File: src/rkc_pkg.sv
// shared types, constants and helpers for the rgb kernel convolution block
package rkc_pkg;

   localparam int KSIZE_DEF     = 5;
   localparam int MAX_WIDTH_DEF = 2048;
   localparam int MIN_WIDTH     = 3;
   localparam int KROWS         = 5;
   localparam int COEF_W        = 12;
   localparam int ROW_W         = KROWS * COEF_W;
   localparam int IW_W          = 12;
   localparam int COL_W         = 11;
   localparam int ROWCNT_W      = 16;
   localparam int FRAC_W        = 10;
   localparam int PROD_W        = 21;
   localparam int RSUM_W        = 24;
   localparam int TSUM_W        = 27;
   localparam int CSR_IDX_W     = 3;
   localparam int NCHAN         = 3;

   localparam logic [CSR_IDX_W-1:0] CSR_IMAGE_WIDTH = 3'd0;
   localparam logic [CSR_IDX_W-1:0] CSR_KROW_FIRST  = 3'd1;
   localparam logic [CSR_IDX_W-1:0] CSR_KROW_LAST   = 3'd5;

   localparam logic [IW_W-1:0]  IMAGE_WIDTH_RST = 12'd640;
   localparam logic [ROW_W-1:0] KROW_CENTER_RST = 60'd17179869184;

   typedef struct packed {
      logic [7:0] red;
      logic [7:0] green;
      logic [7:0] blue;
   } pixel_type;

   typedef struct packed {
      logic [7:0] blue_in;
      logic [7:0] green_in;
      logic [7:0] red_in;
      logic       frame_start;
   } req_type;

   typedef struct packed {
      logic [7:0]       blue_out;
      logic [7:0]       green_out;
      logic [7:0]       red_out;
      logic [COL_W-1:0] out_column;
      logic             row_end;
      logic             last_of_run;
   } rsp_type;

   typedef struct packed {
      pixel_type        pix;
      logic [COL_W-1:0] col;
      logic             at_end;
      logic             emit_ok;
   } item_type;

   typedef struct packed {
      logic [COL_W-1:0] col;
      logic             row_end;
      logic             last;
   } job_type;

   function automatic logic [7:0] chan(input pixel_type p, input int ch);
      logic [7:0] v;
      case (ch)
         0:       v = p.blue;
         1:       v = p.green;
         default: v = p.red;
      endcase
      return v;
   endfunction

   function automatic logic [7:0] round_sat(input logic signed [TSUM_W-1:0] s);
      logic [TSUM_W-1:0] t;
      logic [TSUM_W-1:0] v;
      logic [7:0]        r;
      t = TSUM_W'(s) + TSUM_W'(1 << (FRAC_W - 1));
      v = t >> FRAC_W;
      if (s <= 0) begin
         r = 8'd0;
      end else if (v > TSUM_W'(255)) begin
         r = 8'd255;
      end else begin
         r = v[7:0];
      end
      return r;
   endfunction

endpackage

File: src/rkc_window.sv
// column assembly, window registers and right-edge flush sequencing
module rkc_window #(
   parameter int KSIZE = rkc_pkg::KSIZE_DEF,
   parameter int AW    = 11,
   parameter int PW    = 2
) (
   input  logic                                              clock,
   input  logic                                              reset,
   input  logic                                              in_load,
   input  rkc_pkg::item_type                                 in_item,
   input  logic [PW-1:0]                                     in_ptr,
   output logic                                              in_ready,
   input  rkc_pkg::pixel_type [2*(KSIZE/2)-1:0]              rd_word,
   output logic                                              wr_en,
   output logic [AW-1:0]                                     wr_addr,
   output rkc_pkg::pixel_type [2*(KSIZE/2)-1:0]              wr_word,
   output logic                                              job_valid,
   output rkc_pkg::job_type                                  job,
   input  logic                                              mac_ready,
   output rkc_pkg::pixel_type [(2*(KSIZE/2)+1)**2-1:0]       win
);

   localparam int RADIUS = KSIZE / 2;
   localparam int TAPS   = 2 * RADIUS + 1;
   localparam int LROWS  = 2 * RADIUS;
   localparam int FCW    = $clog2(RADIUS + 1);

   logic              s1_valid_ff;
   rkc_pkg::item_type item_ff;
   logic [PW-1:0]     ptr_ff;
   logic [FCW-1:0]    fc_ff;
   logic              job_valid_ff;
   rkc_pkg::job_type  job_ff;
   rkc_pkg::job_type  job_in;
   rkc_pkg::pixel_type win_ff [TAPS][TAPS];
   rkc_pkg::pixel_type colv [TAPS];

   logic step;
   logic last_step;
   logic emit_now;

   always_comb begin
      int s;
      for (int i = 0; i < LROWS; i++) begin
         s = int'(ptr_ff) + i;
         if (s >= LROWS) begin
            s = s - LROWS;
         end
         colv[i] = rd_word[PW'(s)];
      end
      colv[LROWS] = item_ff.pix;
      wr_word = rd_word;
      wr_word[ptr_ff] = item_ff.pix;
   end

   assign last_step = (fc_ff == ((item_ff.at_end && item_ff.emit_ok) ? FCW'(RADIUS) : '0));
   assign step      = s1_valid_ff && (!job_valid_ff || mac_ready);
   assign in_ready  = !s1_valid_ff || (step && last_step);
   assign emit_now  = item_ff.emit_ok &&
                      ((fc_ff != '0) || (item_ff.col >= rkc_pkg::COL_W'(RADIUS)));
   assign wr_en     = step && (fc_ff == '0);
   assign wr_addr   = AW'(item_ff.col);
   assign job_valid = job_valid_ff;
   assign job       = job_ff;

   always_comb begin
      if (fc_ff == '0) begin
         job_in.col     = item_ff.col - rkc_pkg::COL_W'(RADIUS);
         job_in.row_end = 1'b0;
         job_in.last    = !item_ff.at_end;
      end else begin
         job_in.col     = item_ff.col - rkc_pkg::COL_W'(RADIUS) + rkc_pkg::COL_W'(fc_ff);
         job_in.row_end = (fc_ff == FCW'(RADIUS));
         job_in.last    = (fc_ff == FCW'(RADIUS));
      end
   end

   always_comb begin
      for (int i = 0; i < TAPS; i++) begin
         for (int j = 0; j < TAPS; j++) begin
            win[i*TAPS+j] = win_ff[i][j];
         end
      end
   end

   always_ff @(posedge clock) begin
      if (reset) begin
         s1_valid_ff  <= 1'b0;
         fc_ff        <= '0;
         job_valid_ff <= 1'b0;
         for (int i = 0; i < TAPS; i++) begin
            for (int j = 0; j < TAPS; j++) begin
               win_ff[i][j] <= '0;
            end
         end
      end else begin
         if (in_load) begin
            s1_valid_ff <= 1'b1;
            item_ff     <= in_item;
            ptr_ff      <= in_ptr;
            fc_ff       <= '0;
         end else if (step) begin
            fc_ff <= last_step ? '0 : fc_ff + FCW'(1);
            if (last_step) begin
               s1_valid_ff <= 1'b0;
            end
         end
         if (step) begin
            for (int i = 0; i < TAPS; i++) begin
               if ((fc_ff == '0) && (item_ff.col == '0)) begin
                  for (int j = 0; j < TAPS; j++) begin
                     win_ff[i][j] <= colv[i];
                  end
               end else begin
                  for (int j = 0; j < TAPS - 1; j++) begin
                     win_ff[i][j] <= win_ff[i][j+1];
                  end
                  win_ff[i][TAPS-1] <= colv[i];
               end
            end
         end
         if (!job_valid_ff || mac_ready) begin
            job_valid_ff <= step && emit_now;
            job_ff       <= job_in;
         end
      end
   end

endmodule

File: config.mk
export PLATFORM = sky130hd
export DESIGN_NAME = rkc_window
export DESIGN_NICKNAME = d
export VERILOG_FILES = /design/src/rkc_pkg.sv /design/src/rkc_window.sv
export SDC_FILE = /design/constraint.sdc
export NUM_CORES = 1
export LEC_CHECK = 0
export BUFFER_PORTS_ARGS = -buffer_cell sky130_fd_sc_hd__buf_2
export CAP_MARGIN = 20
export CORE_AREA = 3 3 333 335
export CTS_CLUSTER_DIAMETER = 50
export DETAILED_ROUTE_END_ITERATION = 10
export DIE_AREA = 0 0 336 338
export PLACE_DENSITY = 0.48
export SYNTH_ARGS = -nofsm -noshare
export SYNTH_HDL_FRONTEND = slang
export SYNTH_SLANG_ARGS = --single-unit
File: constraint.sdc
create_clock -name clock -period 26.6 [get_ports clock]
set_input_delay 3.99 -clock clock [delete_from_list [all_inputs] [get_ports clock]]
set_output_delay 3.99 -clock clock [all_outputs]
set_load 0.02 [all_outputs]
==> run_results.csv <==
group,metric,value,unit
critical_path,cp_common_cell,"sky130_fd_sc_hd__buf_2",
critical_path,critical_path.max_stage_delay,290,ps
yosys,ys.warnings.count,0,
critical_path,worstSetupEndpointType,"output port",
placed_design,detailedPlacementHpwl,97850,um
critical_path,crit_fanout,6,
global_routing,largest_net_degree_at_the_start_of_global_routing,193,
clock_tree,clkLatencyLatePin,670,ps
layout,fill_cells,10780,
run,max_cap_violations,0,
pwr,worst_voltage_drop_across_the_vdd_grid,48.37,uV
yosys,synth_area_per_cell,13.35,um2
yosys,synth_fa_ha_area_share,0.4442,%
critical_path,worstReg2RegStart,"job_valid$_SDFFE_PP0N_",
clock_tree,clock_tree.root_cell,"sky130_fd_sc_hd__clkbuf_16",
clock_tree,clock_tree.htree_level_count,3,
die,die_height,338,um
sta,timing.final.setup_violations,0,
critical_path,cp.arrival,4780,ps
clock_tree,cts_max_path_buffers,3,
global_routing,grt_use_total,22.37,%
clock_tree,number_of_cells_upsized_or_downsized_after_cts,0,
sta,achievable-frequency,114.1,MHz
layout,seqCellArea,19660,um2
routing,antenna_left,0,
sta,finalCritPeriodShare,32.95,%
clock_tree,path_clk_slew,50,ps
yosys,dominant_combinational_cell_family_by_area_after_synthesis,"multiplexers",
die,die-width,336,um
routing,drtPass1Iterations,6,
yosys,area_fraction_in_and_or_nand_and_nor_cells_after_synthesis,9.534,%
yosys,dominantRegCellSynth,"sky130_fd_sc_hd__edfxtp_1",
die,fp.dieArea,113600,um2
yosys,post-synth-top-area-cell,"sky130_fd_sc_hd__edfxtp_1",
critical_path,crit_slowest_cell,"sky130_fd_sc_hd__buf_2",
critical_path,startpoint_type,"primary input",
critical_path,critical_path.n_buffers_inverters,2,
min_path,worstHoldPathType,"flip-flop to flip-flop",
sta,max_clock_skew,34.86,ps
global_routing,globalRoute.totalOverflow,0,
yosys,netlist_area,29850,um2
clock_tree,ctsHoldBuffers,0,
outcome,run_status,"finished, final reports clean",
min_path,hold_path.startpoint,"s1_valid_ff$_SDFFE_PP0P_",
pwr,fin_total_pwr,0.003042,W
routing,routed_wire_per_std_cell,29.03,um
routing,drc_violations_left,0,
die,num_rows,121,
yosys,number_of_flops_mapped_to_enable_cells_by_yosys,652,
die,core_footprint,108400,um2
yosys,yosys.area_share.xor_xnor,0.4107,%
yosys,synthArstFlopShare,0,%
placed_design,gp_routability_congestion,0.8722,
yosys,synth_compound_gate_area_share,9.622,%
layout,final_area,38560,um2
sta,hold-worst-slack,532.5,ps
layout,postLayoutCoreUtil,35.57,%
critical_path,category_of_cells_accounting_for_the_largest_share_of_critical_path_delay,"buffers and inverters",
clock_tree,cts_made_buffers,94,
yosys,synth_common_cells,"sky130_fd_sc_hd__edfxtp_1 (652), sky130_fd_sc_hd__nand2_1 (490), sky130_fd_sc_hd__a21oi_1 (391), sky130_fd_sc_hd__and2_1 (121), sky130_fd_sc_hd__clkbuf_1 (110)",
layout,area_used_by_multi_input_combinational_logic,9313,um2
yosys,synth.area.mux_share,10.97,%
critical_path,critical_path_cell_by_cell,"buf_2 -> mux2_2 -> buf_2",
layout,layout.nets,3172,
yosys,synth_area_leaders,"sky130_fd_sc_hd__edfxtp_1 (66%), sky130_fd_sc_hd__mux4_2 (7.2%), sky130_fd_sc_hd__a21oi_1 (6.6%), sky130_fd_sc_hd__nand2_1 (6.2%), sky130_fd_sc_hd__mux2_2 (3.7%)",
global_routing,number_of_global_route_vias_before_repair,21890,
pwr,powerDensity,78.90,nW/um2
sta,grt_setup_unrepaired,"no",
routing,total_number_of_vias,22560,
routing,routed_wirelength,131600,um
clock_tree,cts_tree,"yes",
yosys,synthesis.nets,2385,
sta,totalNegativeSetupSlack,0,ps
routing,drtIter0Drc,2051,
critical_path,cp.required,22610,ps
yosys,post-synth-top-count-cell,"sky130_fd_sc_hd__edfxtp_1",
sta,timing.max_slew.rel_slack,26.79,%
critical_path,crit_type,"primary input to output port",
yosys,ys_ff_latch,656,
layout,layout-drive-gt1-share,40.37,%
pwr,static-leakage-power,15.47,nW
yosys,synth_largest_type_area_fraction,65.58,%
placed_design,io_buffers,861,
yosys,yosys.cell_types.count,42,
sta,timing_worst_slew_pin_value,1098,ps
global_routing,grt_pass1_wl,177100,um
layout,syn2layout_area_growth,29.16,%
yosys,synthesis.instances,2236,
sta,timing_hold_violations_final,0,
global_routing,number_of_antenna_violations_at_the_first_check_in_global_routing,18,
routing,avgViaCountPerCell,4.979,
sta,min_clock_period_post_route,8766,ps
yosys,seq_area_frac_synth,65.85,%
clock_tree,number_of_buffers_added_for_setup_after_cts,0,
placed_design,placed_area,35330,um2
die,initial_utilization,27.54,%
die,ios,862,
sta,finalMaxSlewViolations,0,
critical_path,worst_setup_path_startpoint,"rd_word[30]",
clock_tree,tritoncts_num_sinks,656,
-- power by group --
group | leakage (nW) | switching (W) | internal, W
combinational | 6.99 | 0.000357 | 0.000135
clock | 1.54 | 0.000499 | 0.000770
sequential | 6.93 | 0.0000517 | 0.00123
total | 15.5 | 0.000908 | 0.00213
-- tightest hold or removal path: cells and delay by family, from the launching register on --
family             cells  cell delay [ps]
AOI/OAI and AO/OA      1               70
DFF                    1              340
and+or+nand+nor        1               80
-- per-layer routing --
metal | share of wire [%] | routed length [um] | GRT usage, %
met1 | 38 | 50180 | 26.74
met2 | 47 | 62280 | 36.19
met3 | 10 | 13310 | 8.198
met4 | 4.2 | 5540 | 9.580
met5 | 0.19 | 251 | 1.362
-- cell usage in the layout, fill, tap and decap left out, types with 14 or more instances in the layout --
cell type,netlist,final
sky130_fd_sc_hd__a21oi_1,391,391
sky130_fd_sc_hd__a22o_1,96,96
sky130_fd_sc_hd__and2_1,121,120
sky130_fd_sc_hd__buf_2,27,861
sky130_fd_sc_hd__buf_4,11,27
sky130_fd_sc_hd__clkbuf_16,0,95
sky130_fd_sc_hd__clkinv_2,0,14
sky130_fd_sc_hd__diode_2,0,17
sky130_fd_sc_hd__edfxtp_1,652,652
sky130_fd_sc_hd__mux2_2,98,98
sky130_fd_sc_hd__mux4_2,96,96
sky130_fd_sc_hd__nand2_1,490,489
-- stage by stage --
step / std cells / setup WS [ps]
after floorplan: 2236 / 6981
after global placement: 4340 / 17360
after detailed placement: 4340 / 17320
after CTS: 4514 / 17840
after global routing: 4519 / 17640
final: 4532 / 17830
-- sequential cells by signal, indices dropped and copies added (netlist names) --
signal	flops
ptr_ff	2
job	13
fc_ff	2
item_ff	2
wr_addr	11
win_ff	600
colv	24
s1_valid_ff	1
job_valid	1
-- cells by family after synthesis --
group	count (synthesis)
AOI/OAI and AO/OA	498
xor gates and xnor gates	14
adders and majority gates	10
buffers and inverters	210
DFF	656
muxes	195
and+or+nand+nor	653
-- area by class of cell --
cell class	count	share of cell area, %
diodes	17	0.1103
clock buffers	106	6.272
clock inverters	68	1.940
inverters	10	0.09735
multi-input cells	1370	24.15
flip-flops and latches	656	50.98
well taps	1414	4.588
repair buffers	891	11.86
-- worst paths after layout --
kind                                       to  slack (ps)  cells after the start
setup / recovery                  wr_word[30]       17830                      3
hold / removal         job_valid$_SDFFE_PP0N_         530                      2
setup reg to reg  win_ff[1][92]$_SDFFCE_PN0P_       21150                      8
hold reg to reg        job_valid$_SDFFE_PP0N_         530                      2
(Power assumes the default switching activity.)
